### src/rtl/psmd_pkg.sv
// Types and constants for the PS/2 mouse packet decoder.
`timescale 1ns / 1ps
package psmd_pkg;

  localparam int AUX_BIT     = 5;
  localparam int QUEUE_DEPTH = 2;
  localparam int OUT_DEPTH   = 2;
  localparam int NUM_BUTTONS = 3;

  typedef enum logic [1:0] {
    EV_MOVE    = 2'd0,
    EV_PRESS   = 2'd1,
    EV_RELEASE = 2'd2
  } event_kind_t;

  typedef struct packed {
    logic [7:0] status_byte;
    logic [7:0] data_byte;
  } in_word_t;

  typedef struct packed {
    event_kind_t       event_kind;
    logic signed [7:0] move_x;
    logic signed [7:0] move_y;
    logic [1:0]        button_number;
    logic              last_event;
  } out_word_t;

  // One complete packet: bit 0 of mask is the move event, bits 1..3 the buttons.
  typedef struct packed {
    logic [NUM_BUTTONS:0]   mask;
    logic [NUM_BUTTONS-1:0] pressed;
    logic [7:0]             dx;
    logic [7:0]             dy;
  } job_t;

endpackage

### src/rtl/ps2_mouse_packet_decoder.sv
// Top level of the PS/2 mouse three-byte packet decoder.
// Usage:
//   Input queue: drive in_word (status and data byte read from the controller)
//   with in_push; a word is taken at an edge where in_push is high and in_full
//   low. Words whose status lacks the aux data bit are dropped.
//   Result queue: while out_empty is low the oldest event is on out_word;
//   raise out_pop to take it. last_event marks a packet's final event.
//   Config: cfg_wr_en with cfg_wr_data sets enabled_r (reset value 1);
//   write it only while no packet is in flight.
// Timing:
//   Input words are taken one per cycle while in_full is low; a packet's
//   first event passes the job queue, expander registers and result queue,
//   further events follow one per cycle while the result queue has room.
//   A packet gives up to four events, so the expander sets the sustained
//   rate; a quiet or disabled packet gives no events, costs it no time.
// Reset: synchronous rst_n clears byte position, stored buttons and both
//   queues. When the receiver stalls, the result queue fills, then the job
//   queue, and in_full rises.
`timescale 1ns / 1ps
module ps2_mouse_packet_decoder #(
  parameter int QUEUE_DEPTH = psmd_pkg::QUEUE_DEPTH,
  parameter int OUT_DEPTH   = psmd_pkg::OUT_DEPTH
) (
  input  logic                clk,
  input  logic                rst_n,
  input  logic                in_push,
  input  psmd_pkg::in_word_t  in_word,
  output logic                in_full,
  input  logic                out_pop,
  output psmd_pkg::out_word_t out_word,
  output logic                out_empty,
  input  logic                cfg_wr_en,
  input  logic                cfg_wr_data
);

  logic                job_push_w, job_full_w, job_pop_w, job_empty_w;
  psmd_pkg::job_t      job_in_w, job_out_w;
  logic                ev_push_w, ev_full_w;
  psmd_pkg::out_word_t ev_word_w;

  psmd_front u_front (
    .clk         (clk),
    .rst_n       (rst_n),
    .cfg_wr_en   (cfg_wr_en),
    .cfg_wr_data (cfg_wr_data),
    .in_push     (in_push),
    .in_word     (in_word),
    .in_full     (in_full),
    .job_push    (job_push_w),
    .job_word    (job_in_w),
    .job_full    (job_full_w)
  );

  psmd_fifo #(.T(psmd_pkg::job_t), .DEPTH(QUEUE_DEPTH)) u_job_q (
    .clk   (clk),
    .rst_n (rst_n),
    .push  (job_push_w),
    .wdata (job_in_w),
    .full  (job_full_w),
    .pop   (job_pop_w),
    .rdata (job_out_w),
    .empty (job_empty_w)
  );

  psmd_back u_back (
    .clk       (clk),
    .rst_n     (rst_n),
    .job_empty (job_empty_w),
    .job_word  (job_out_w),
    .job_pop   (job_pop_w),
    .out_full  (ev_full_w),
    .out_push  (ev_push_w),
    .out_word  (ev_word_w)
  );

  psmd_fifo #(.T(psmd_pkg::out_word_t), .DEPTH(OUT_DEPTH)) u_out_q (
    .clk   (clk),
    .rst_n (rst_n),
    .push  (ev_push_w),
    .wdata (ev_word_w),
    .full  (ev_full_w),
    .pop   (out_pop),
    .rdata (out_word),
    .empty (out_empty)
  );

endmodule

### src/rtl/psmd_fifo.sv
// Small register queue used between the decoder stages and at the output.
`timescale 1ns / 1ps
module psmd_fifo #(
  parameter type T     = logic,
  parameter int  DEPTH = 2
) (
  input  logic clk,
  input  logic rst_n,
  input  logic push,
  input  T     wdata,
  output logic full,
  input  logic pop,
  output T     rdata,
  output logic empty
);

  localparam int PW = (DEPTH > 1) ? $clog2(DEPTH) : 1;
  localparam int CW = $clog2(DEPTH + 1);

  T              mem_r [DEPTH];
  logic [PW-1:0] wr_ptr_r, wr_ptr_nxt;
  logic [PW-1:0] rd_ptr_r, rd_ptr_nxt;
  logic [CW-1:0] count_r, count_nxt;
  logic          do_wr, do_rd;

  assign full  = (count_r == CW'(DEPTH));
  assign empty = (count_r == '0);
  assign do_wr = push && !full;
  assign do_rd = pop && !empty;
  assign rdata = mem_r[rd_ptr_r];

  always_comb begin
    wr_ptr_nxt = wr_ptr_r;
    rd_ptr_nxt = rd_ptr_r;
    count_nxt  = count_r;
    if (do_wr) begin
      wr_ptr_nxt = (wr_ptr_r == PW'(DEPTH - 1)) ? '0 : wr_ptr_r + 1'b1;
    end
    if (do_rd) begin
      rd_ptr_nxt = (rd_ptr_r == PW'(DEPTH - 1)) ? '0 : rd_ptr_r + 1'b1;
    end
    if (do_wr && !do_rd) begin
      count_nxt = count_r + 1'b1;
    end else if (do_rd && !do_wr) begin
      count_nxt = count_r - 1'b1;
    end
  end

  always_ff @(posedge clk) begin
    if (!rst_n) begin
      wr_ptr_r <= '0;
      rd_ptr_r <= '0;
      count_r  <= '0;
    end else begin
      wr_ptr_r <= wr_ptr_nxt;
      rd_ptr_r <= rd_ptr_nxt;
      count_r  <= count_nxt;
    end
  end

  always_ff @(posedge clk) begin
    if (do_wr) begin
      mem_r[wr_ptr_r] <= wdata;
    end
  end

endmodule

### src/rtl/psmd_front.sv
// Front stage: collects packet bytes, tracks buttons and queues event jobs.
`timescale 1ns / 1ps
module psmd_front (
  input  logic               clk,
  input  logic               rst_n,
  input  logic               cfg_wr_en,
  input  logic               cfg_wr_data,
  input  logic               in_push,
  input  psmd_pkg::in_word_t in_word,
  output logic               in_full,
  output logic               job_push,
  output psmd_pkg::job_t     job_word,
  input  logic               job_full
);

  logic                               enabled_r;
  logic [1:0]                         pos_r, pos_nxt;
  logic [7:0]                         b0_r, b0_nxt;
  logic [7:0]                         b1_r, b1_nxt;
  logic [psmd_pkg::NUM_BUTTONS-1:0]   btn_r, btn_nxt;
  logic                               accept, aux, last_byte;
  logic                               move;
  logic [psmd_pkg::NUM_BUTTONS-1:0]   changed;

  assign in_full   = job_full;
  assign accept    = in_push && !job_full;
  assign aux       = in_word.status_byte[psmd_pkg::AUX_BIT];
  assign last_byte = pos_r[1];

  // dy is the negated data byte; it is zero exactly when the data byte is zero
  assign move    = (b1_r != 8'd0) || (in_word.data_byte != 8'd0);
  assign changed = b0_r[psmd_pkg::NUM_BUTTONS-1:0] ^ btn_r;

  assign job_word.mask    = {changed, move};
  assign job_word.pressed = b0_r[psmd_pkg::NUM_BUTTONS-1:0];
  assign job_word.dx      = b1_r;
  assign job_word.dy      = 8'd0 - in_word.data_byte;
  assign job_push = accept && aux && last_byte && enabled_r && (job_word.mask != '0);

  always_comb begin
    pos_nxt = pos_r;
    b0_nxt  = b0_r;
    b1_nxt  = b1_r;
    btn_nxt = btn_r;
    if (accept && aux) begin
      if (!last_byte) begin
        if (pos_r[0]) begin
          b1_nxt = in_word.data_byte;
        end else begin
          b0_nxt = in_word.data_byte;
        end
        pos_nxt = pos_r + 2'd1;
      end else begin
        pos_nxt = 2'd0;
        if (enabled_r) begin
          btn_nxt = b0_r[psmd_pkg::NUM_BUTTONS-1:0];
        end
      end
    end
  end

  always_ff @(posedge clk) begin
    if (!rst_n) begin
      enabled_r <= 1'b1;
      pos_r     <= 2'd0;
      b0_r      <= 8'd0;
      b1_r      <= 8'd0;
      btn_r     <= '0;
    end else begin
      if (cfg_wr_en) begin
        enabled_r <= cfg_wr_data;
      end
      pos_r <= pos_nxt;
      b0_r  <= b0_nxt;
      b1_r  <= b1_nxt;
      btn_r <= btn_nxt;
    end
  end

endmodule

### src/rtl/psmd_back.sv
// Back stage: expands one packet job into its events, one per cycle while out_full is low.
`timescale 1ns / 1ps
module psmd_back (
  input  logic                clk,
  input  logic                rst_n,
  input  logic                job_empty,
  input  psmd_pkg::job_t      job_word,
  output logic                job_pop,
  input  logic                out_full,
  output logic                out_push,
  output psmd_pkg::out_word_t out_word
);

  localparam int MW = psmd_pkg::NUM_BUTTONS + 1;

  logic                             busy_r, busy_nxt;
  logic [MW-1:0]                    mask_r, mask_nxt;
  logic [psmd_pkg::NUM_BUTTONS-1:0] pressed_r, pressed_nxt;
  logic [7:0]                       dx_r, dx_nxt;
  logic [7:0]                       dy_r, dy_nxt;
  logic [MW-1:0]                    lowest, mask_rest;
  logic                             emit, last;

  assign lowest    = mask_r & (~mask_r + 1'b1);
  assign mask_rest = mask_r & ~lowest;
  assign last      = (mask_rest == '0);
  assign emit      = busy_r && !out_full;
  assign out_push  = emit;
  assign job_pop   = !job_empty && (!busy_r || (emit && last));

  always_comb begin
    out_word               = '0;
    out_word.last_event    = last;
    case (lowest)
      4'b0010: begin
        out_word.event_kind    = pressed_r[0] ? psmd_pkg::EV_PRESS : psmd_pkg::EV_RELEASE;
        out_word.button_number = 2'd1;
      end
      4'b0100: begin
        out_word.event_kind    = pressed_r[1] ? psmd_pkg::EV_PRESS : psmd_pkg::EV_RELEASE;
        out_word.button_number = 2'd2;
      end
      4'b1000: begin
        out_word.event_kind    = pressed_r[2] ? psmd_pkg::EV_PRESS : psmd_pkg::EV_RELEASE;
        out_word.button_number = 2'd3;
      end
      default: begin
        out_word.event_kind = psmd_pkg::EV_MOVE;
        out_word.move_x     = dx_r;
        out_word.move_y     = dy_r;
      end
    endcase
  end

  always_comb begin
    busy_nxt    = busy_r;
    mask_nxt    = mask_r;
    pressed_nxt = pressed_r;
    dx_nxt      = dx_r;
    dy_nxt      = dy_r;
    if (job_pop) begin
      busy_nxt    = 1'b1;
      mask_nxt    = job_word.mask;
      pressed_nxt = job_word.pressed;
      dx_nxt      = job_word.dx;
      dy_nxt      = job_word.dy;
    end else if (emit) begin
      mask_nxt = mask_rest;
      busy_nxt = !last;
    end
  end

  always_ff @(posedge clk) begin
    if (!rst_n) begin
      busy_r <= 1'b0;
      mask_r <= '0;
    end else begin
      busy_r <= busy_nxt;
      mask_r <= mask_nxt;
    end
  end

  always_ff @(posedge clk) begin
    pressed_r <= pressed_nxt;
    dx_r      <= dx_nxt;
    dy_r      <= dy_nxt;
  end

endmodule

### config.mk
export PLATFORM = sky130hd
export DESIGN_NAME = ps2_mouse_packet_decoder
export DESIGN_NICKNAME = d
export VERILOG_FILES = /design/src/rtl/psmd_pkg.sv /design/src/rtl/ps2_mouse_packet_decoder.sv /design/src/rtl/psmd_fifo.sv /design/src/rtl/psmd_front.sv /design/src/rtl/psmd_back.sv
export SDC_FILE = /design/constraint.sdc
export NUM_CORES = 1
export LEC_CHECK = 0
export ABC_CLOCK_PERIOD_IN_PS = 2300
export BUFFER_PORTS_ARGS = -buffer_cell sky130_fd_sc_hd__clkbuf_2
export CORE_ASPECT_RATIO = 0.75
export CORE_MARGIN = 2
export CORE_UTILIZATION = 45
export CTS_CLUSTER_DIAMETER = 200
export DETAILED_ROUTE_END_ITERATION = 12
export MAX_ROUTING_LAYER = met4
export PLACE_DENSITY_LB_ADDON = 0.12
export SYNTH_ARGS = -nofsm -noshare
export SYNTH_HDL_FRONTEND = slang
export SYNTH_SLANG_ARGS = --single-unit
export TNS_END_PERCENT = 20
### constraint.sdc
create_clock -name clk -period 2.3 [get_ports clk]
set_input_delay 0.23 -clock clk [delete_from_list [all_inputs] [get_ports clk]]
set_output_delay 0.23 -clock clk [all_outputs]
set_load 0.03 [all_outputs]
# [Yosys cells after proc, flatten, opt, wreduce, memory -nomap -nowiden]
# Memory sizes are Yosys's and may differ from the RTL's. A register that Yosys moved wholly into a read port is not among the register bits.
# Cells that the tools add are included.
[totals] regBits=49 in_bits=22 wordCells=109 output_inout_bits=23 n_memories=2 mem_bits_rw=88
[classes] n_eq_ne=5 bitwise_logic=7 n_reduce_logical=41 addsub=11 n_mux=27
[memory_table] memory="u_job_q.mem_r" words=2 width=23 rd=1 rd_clocked_by_memory_dff=1 wr=1 line_no="psmd_fifo.sv:20" text="T mem_r [DEPTH];"
[memory_table] memory="u_out_q.mem_r" words=2 width=21 rd=1 rd_clocked_by_memory_dff=1 wr=1 line_no="psmd_fifo.sv:20"
[ops] cell="1-bit logical AND" count=16
[ops] cell="16-bit two-way mux" count=1
[ops] cell="2-bit two-way mux" count=8
[ops] cell="8-bit nonzero test" count=2
[ops] cell="1-bit two-way mux" count=14
[ops] cell="2-bit case mux with 3 select lines" count=2
[ops] cell="1-bit logical NOT" count=10
[ops] cell="3-bit AND reduction" count=3
[ops] cell="4-bit bitwise AND" count=2
[ops] cell="4-bit two-way mux" count=2
[ops] cell="4-bit inverter" count=2
[ops] cell="1-bit by 8-bit subtractor with 8-bit output, first input constant" count=1
[ops] cell="2-bit by 1-bit adder with 2-bit output, second input constant" count=3
[ops] cell="2-bit nonzero test" count=3
[ops] cell="1-bit adder, second input constant" count=4
[ops] cell="4-bit by 1-bit adder with 4-bit output, second input constant" count=1
[ops] cell="2-bit == test, second input constant" count=2
[ops] cell="4-bit by 2-bit == test with 1-bit output, second input constant" count=1
[ops] cell="4-bit by 3-bit == test with 1-bit output, second input constant" count=1
[ops] cell="4-bit == test, second input constant" count=1
[ops] cell="2-bit logical NOT" count=2
[ops] cell="4-bit logical NOT" count=1
[ops] cell="4-bit nonzero test" count=1
[ops] cell="2-bit by 1-bit subtractor with 2-bit output, second input constant" count=2
[ops] cell="4 further kinds" count=6

# [Longest topological paths before layout]
[logic_depth] ltp_word=13 mapped_depth=8 mapped_depth_nobuf=7

# [By module]
# A second synthesis with hierarchy kept.
[hier_totals] cells_unflattened=371 hier_area_um2=5595.4
[modules_own_cells] mod="psmd_fifo (u_job_q)" cells_each=96 instances=1 area_per_inst_um2=1884.3 seq_area_each_um2=1481.4
[modules_own_cells] mod="psmd_fifo (u_out_q)" cells_each=90 instances=1 area_per_inst_um2=1741.7 seq_area_each_um2=1361.3
[modules_own_cells] mod="psmd_back" cells_each=83 instances=1 area_per_inst_um2=1056.0 seq_area_each_um2=670.6
[modules_own_cells] mod="psmd_front" cells_each=102 instances=1 area_per_inst_um2=913.4 seq_area_each_um2=340.3

# [Worst setup path before layout]
# No wires, ideal clock.
[synth_timing] path_kind="flip-flop to flip-flop" startpoint="register u_job_q.count_r[0]" endpoint="memory u_job_q.mem_r[0][0] (netlist name) (enable)" stages_incl_launch_ff=5 t_required_ns=1.896 arrival_time_ns=2.062 path_slack_ns=-0.166 setup_ns=0.404 path_buffers=0 period_less_slack_ns=2.466 cell_sequence="dfxtp_1 nor2b_1 nor3_4 o21ai_2 nor2_1"
[synth_between] elab_chain_len=10
[synth_lines] item="start, declared" line_no="psmd_fifo.sv:23" text="logic [CW-1:0] count_r, count_nxt;"
[synth_lines] item="start signal, assigned" line_no="psmd_fifo.sv:57" text="count_r <= count_nxt;"
[synth_lines] item="2-bit == test (*)" line_no="psmd_fifo.sv:26" text="assign full = (count_r == CW'(DEPTH));"
[synth_lines] item="via in_full" line_no="ps2_mouse_packet_decoder.sv:28" text="output logic in_full,"
[synth_lines] item="1-bit logical NOT (*)" line_no="psmd_fifo.sv:28, psmd_front.sv:26"
[synth_lines] item="1-bit logical AND" line_no="psmd_front.sv:26" text="assign accept = in_push && !job_full;"
[synth_lines] item="1-bit logical AND (4 in series)" line_no="psmd_front.sv:38" text="assign job_push = accept && aux && last_byte && enabled_r && (job_word.mask != '0);"
[synth_lines] item="1-bit logical AND (*)" line_no="psmd_fifo.sv:28" text="assign do_wr = push && !full;"
[synth_lines] item="1-bit two-way mux (*)" line_no="psmd_fifo.sv:62" text="if (do_wr) begin"
[synth_lines] item="1-bit two-way mux (implied by the code) (*)" line_no="psmd_fifo.sv:63" text="mem_r[wr_ptr_r] <= wdata;"
[synth_lines] item="end, declared" line_no="psmd_fifo.sv:20"
# The timed path passes the listed nets; every way through them passes the cells marked *.

# [Worst setup path after layout]
[layout_timing] startpoint="register u_back.mask_r[2]" endpoint="register u_back.mask_r[1]"
[layout_between] elab_chain_len=10 word_cells_on_any_way=11 cone_classes="add/sub (1); mux (1); bitwise (4); reduce/logical (5)"
[layout_lines] item="start, declared" line_no="psmd_back.sv:17" text="logic [MW-1:0] mask_r, mask_nxt;"
[layout_lines] item="start signal, assigned" line_no="psmd_back.sv:79" text="mask_r <= mask_nxt;"
[layout_lines] item="4-bit inverter" line_no="psmd_back.sv:24" text="assign lowest = mask_r & (~mask_r + 1'b1);"
[layout_lines] item="4-bit by 1-bit adder with 4-bit output" line_no="psmd_back.sv:24"
[layout_lines] item="4-bit bitwise AND" line_no="psmd_back.sv:24"
[layout_lines] item="4-bit inverter" line_no="psmd_back.sv:25" text="assign mask_rest = mask_r & ~lowest;"
[layout_lines] item="4-bit bitwise AND (*)" line_no="psmd_back.sv:25"
[layout_lines] item="4-bit logical NOT (*)" line_no="psmd_back.sv:26" text="assign last = (mask_rest == '0);"
[layout_lines] item="1-bit logical AND (*)" line_no="psmd_back.sv:29" text="assign job_pop = !job_empty && (!busy_r || (emit && last));"
[layout_lines] item="1-bit logical OR (*)" line_no="psmd_back.sv:29"
[layout_lines] item="1-bit logical AND (*)" line_no="psmd_back.sv:29"
[layout_lines] item="via job_pop_w" line_no="ps2_mouse_packet_decoder.sv:36" text="logic job_push_w, job_full_w, job_pop_w, job_empty_w;"
[layout_lines] item="4-bit two-way mux or 2-bit nonzero test (tied branches)"
# Marked as above.
# A chain may end at the register's enable or synchronous reset.

==> out/qor.log <==
[global_route] via count of the first global-routing pass 2,724
[clock_network] Num CTS Buffers 17
[routing] number of vias per cell after detailed routing 4.85
[global_route] overall fraction of global-route tracks in use 0.152
[floorplanning] vertical die dimension 99.6 um
[worst_setup_path] number of cells traversed by the worst register-to-register path 6
[worst_setup_path] top cell family by delay on the critical path compound AO/OA/AOI/OAI gates
[routing] post-detailed-routing wire length 8710 um
[sta] Final Setup Violations 0
[worst_setup_path] endpoint of the worst register-to-register path u_back.mask_r[1]
[global_route] remaining global-route overflow 0
[global_route] most used routing layer met1
[finish] number of nets in the layout 429
[routing] initial drt markers 252
[synthesis] top-area cell type share of the netlist area 0.585
[sta] Slew HR 0.632
[run] max-capacitance violation count 0
[global_route] met3 GRT Util 0.0443
[sta] number of hold violations in the final report 0
[worst_setup_path] Worst Path Arrival 2.19 ns
[finish] layout-stage area growth over the synthesis result 17.4%
[global_route] global-route wire length before repair 14,300 um
[worst_setup_path] critical path's slowest cell sky130_fd_sc_hd__dfxtp_1
[synthesis] synthesized netlist net count 378
[sta] period utilization 0.823
[sta] Sum Neg Setup Slack 0 ns
[global_route] met1 usage 0.213
[sta] Worst Slack Setup Final 0.407 ns
[worst_setup_path] reg-to-reg slack, setup 0.41 ns
[synthesis] count of flip-flops with a built-in enable after synthesis 107
[worst_setup_path] Reg2Reg Launch Point u_back.mask_r[2]
[worst_setup_path] critical path buffer and inverter count 1
[clock_network] number of resized instances in the post-cts repair step 0
[floorplanning] initial core utilization 0.467
[finish] Antenna Diode Count 0
[worst_setup_path] Setup Crit Path Kind flip-flop to flip-flop
[synthesis] cell accounting for the most synthesized area sky130_fd_sc_hd__edfxtp_1
[sta] count of pins over their slew limit 0
[synthesis] Synthesis Warnings 0
[clock_network] CTS tree built
[clock_network] CTS H-tree lvls 4
[finish] fin util 0.549
[global_route] number of antenna violations at the first check in global routing 0
[worst_setup_path] critical-path maximum fanout 21
[pwr] pwr dens 1260 nW/um^2
[sta] upper clock frequency limit 528 MHz
[synthesis] Area contributors post-synth sky130_fd_sc_hd__edfxtp_1, sky130_fd_sc_hd__dfxtp_1, sky130_fd_sc_hd__mux2_2
[finish] total of fill cells in the finished design 974
[place] routability cong. 0.719
[synthesis] synthesized cell area 5490 sq um
[worst_setup_path] largest stage delay on the critical path 0.53 ns
[sta] minimum clock period 1.89 ns
[clock_network] post-CTS setup repair buffer count 0
[place] DP Worst Slack 0.285 ns
[floorplanning] I/O pin cnt 45
[clock_network] clock sink count 139
[synthesis] Post-synth top cells sky130_fd_sc_hd__edfxtp_1, sky130_fd_sc_hd__mux2_2, sky130_fd_sc_hd__nor2b_1
[routing] vias after detailed routing 2,807
[sta] RSZ-0062 raised after global routing false
[pwr] Lkg Pwr 2.26 nW
[sta] tightest hold margin 0.0497 ns
[synthesis] number of distinct standard cells referenced by the synthesized netlist 41
[outcome] result of the run complete, no violations
[clock_network] insertion delay of the later-clocked pin in the worst-skew pair 0.41 ns
[pwr] maximum resistive drop on vdd 0.583 mV
[synthesis] proportion of register bits with asynchronous set or reset after synthesis 0
[synthesis] number of synthesized register bits 139
[routing] DRC violation count after routing 0
[floorplanning] Die ar. 13,100 sq um
[clock_network] worst-case clock buffer depth 2
[routing] number of routed nets with antenna violations 0
[global_route] largest net degree at the start of global routing 35
[clock_network] clock slew at reported path FFs 0.05 ns
[global_route] met2 track demand over resource in global routing 0.201
[floorplanning] die boundary width 132 um
[routing] DRT Pass-1 Iters 4
[place] input/output buffers 37
[hold_path] HP Class input pin to flip-flop
[hold_path] launch instance of the worst min-delay path cfg_wr_data
[synthesis] post-synthesis instance total 354
[place] HPWL reported at the end of detailed placement 5520 um
[clock_network] CTS root buffer sky130_fd_sc_hd__clkbuf_16
[synthesis] Avg Cell Area, Syn 15.5 sq um
[worst_setup_path] critical path required time 2.60 ns
[finish] share of cells above drive strength 1 0.283
[synthesis] top-count cell post-synth sky130_fd_sc_hd__edfxtp_1
[sta] measured slew at the worst slew-check pin 0.552 ns
[worst_setup_path] nature of the critical path startpoint flip-flop
[clock_network] hold buffers post-CTS 0
[synthesis] dominant register cell in the synthesized netlist sky130_fd_sc_hd__edfxtp_1
[hold_path] end point of the worst hold path u_front.enabled_r
[floorplanning] total core area 11,700 sq um
[worst_setup_path] sequence of cells on the critical path a211oi_1 > o31ai_1 > a21o_1 > inv_2 > mux2i_1 > and2_1
[worst_setup_path] critical path capture point type flip-flop
[hold_path] cell depth of the worst min-delay path 3
[routing] detailed-route wire length per cell 15.0 um
[floorplanning] Rows 34
[sta] clock skew 0.00560 ns
[synthesis] part of the Yosys area used for sequential elements 0.702
sequential cells by signal, indices dropped and copies added, names as in the netlist, named ones only:
name               count
u_out_q.wr_ptr_r       1
u_back.busy_r          1
u_job_q.wr_ptr_r       1
u_back.mask_r          4
u_back.dy_r            8
u_out_q.count_r        2
u_front.b0_r           3
u_back.dx_r            8
u_job_q.count_r        2
u_back.pressed_r       3
u_front.btn_r          3
u_front.pos_r          2
u_out_q.rd_ptr_r       1
u_job_q.mem_r         46
u_front.enabled_r      1
u_out_q.mem_r         42
u_job_q.rd_ptr_r       1
u_front.b1_r           8
worst max path at each step:
stage / start / to / slack [ns] / cells past startpoint
after floorplan: u_job_q.count_r[0] / u_job_q.mem_r[1][0] / -0.15 / 4
after global placement: in_word[0] / u_job_q.mem_r[1][12] / 0.32 / 8
after detailed placement: in_word[0] / u_job_q.mem_r[1][7] / 0.28 / 8
after CTS: u_back.mask_r[2] / u_back.mask_r[1] / 0.40 / 6
after global routing: u_back.mask_r[2] / u_back.mask_r[1] / 0.23 / 6
final: u_back.mask_r[2] / u_back.mask_r[1] / 0.41 / 6
through the flow:
stage,instance area [sq um],total power [W],cells
global route,6450,0.00853,579
global placement,5880,0.00552,548
CTS,6450,0.00818,579
floorplan,5490,0.00506,354
finish,6450,0.00809,579
detailed placement,5880,0.00557,548
report_power, final:
part | internal, W | switching [W]
sequential | 0.00334 | 0.000182
combinational | 0.000751 | 0.00123
clock | 0.00167 | 0.000923
total | 0.00576 | 0.00233
layer usage:
metal  routed length, um  up-vias
li1                    -     1401
met1                4680     1343
met2                3550       53
met3                 348       10
met4                 125        0
met5                   0        -
cells in the final DEF, fill, tap and decap left out, types with 2 or more instances in the layout:
cell type,instances
sky130_fd_sc_hd__a21boi_0,2
sky130_fd_sc_hd__a21oi_1,4
sky130_fd_sc_hd__and2_1,9
sky130_fd_sc_hd__and3_1,2
sky130_fd_sc_hd__buf_4,8
sky130_fd_sc_hd__bufinv_16,3
sky130_fd_sc_hd__clkbuf_1,2
sky130_fd_sc_hd__clkbuf_16,17
sky130_fd_sc_hd__clkbuf_2,37
sky130_fd_sc_hd__clkinv_1,6
sky130_fd_sc_hd__clkinv_2,2
sky130_fd_sc_hd__dfxtp_1,32
sky130_fd_sc_hd__edfxtp_1,107
sky130_fd_sc_hd__ha_1,2
sky130_fd_sc_hd__inv_1,5
sky130_fd_sc_hd__mux2_2,40
sky130_fd_sc_hd__mux2i_1,23
sky130_fd_sc_hd__nand2_1,10
sky130_fd_sc_hd__nand2b_1,2
sky130_fd_sc_hd__nor2_1,14
sky130_fd_sc_hd__nor2b_1,34
sky130_fd_sc_hd__nor3_1,5
sky130_fd_sc_hd__nor3_4,2
sky130_fd_sc_hd__nor4_1,4
sky130_fd_sc_hd__o21a_1,4
sky130_fd_sc_hd__o21ai_0,5
sky130_fd_sc_hd__or3_1,3
sky130_fd_sc_hd__xnor2_1,9
sky130_fd_sc_hd__xor2_1,6
area by class of cell:
| class | instances | area [sq um] | area share |
|---|---|---|---|
| sequential | 139 | 3850 | 0.598 |
| multi-input combinational | 195 | 1540 | 0.239 |
| clock buffer | 19 | 433 | 0.0672 |
| timing repair buffer | 46 | 265 | 0.0411 |
| tap | 162 | 203 | 0.0314 |
| clock inverter | 12 | 130 | 0.0202 |
| inverter | 6 | 22.5 | 0.00349 |
logic make-up after synthesis:
| family | after synthesis | synth area share |
|---|---|---|
| AND/OR/NAND/NOR | 92 | 0.0996 |
| AO/OA/AOI/OAI | 23 | 0.0278 |
| adder cells (fa/ha/maj) | 2 | 0.00456 |
| buffers and inverters | 20 | 0.0180 |
| multiplexers | 63 | 0.124 |
| XOR/XNOR | 15 | 0.0239 |
| flip-flops | 139 | 0.702 |
worst register-to-register path: stages (launching register included):
cell,delay [ns]
sky130_fd_sc_hd__dfxtp_1,0.53
sky130_fd_sc_hd__a211oi_1,0.15
sky130_fd_sc_hd__o31ai_1,0.36
sky130_fd_sc_hd__a21o_1,0.20
sky130_fd_sc_hd__inv_2,0.20
sky130_fd_sc_hd__mux2i_1,0.18
sky130_fd_sc_hd__and2_1,0.17
Note: power is estimated with default switching activity, not from simulation.
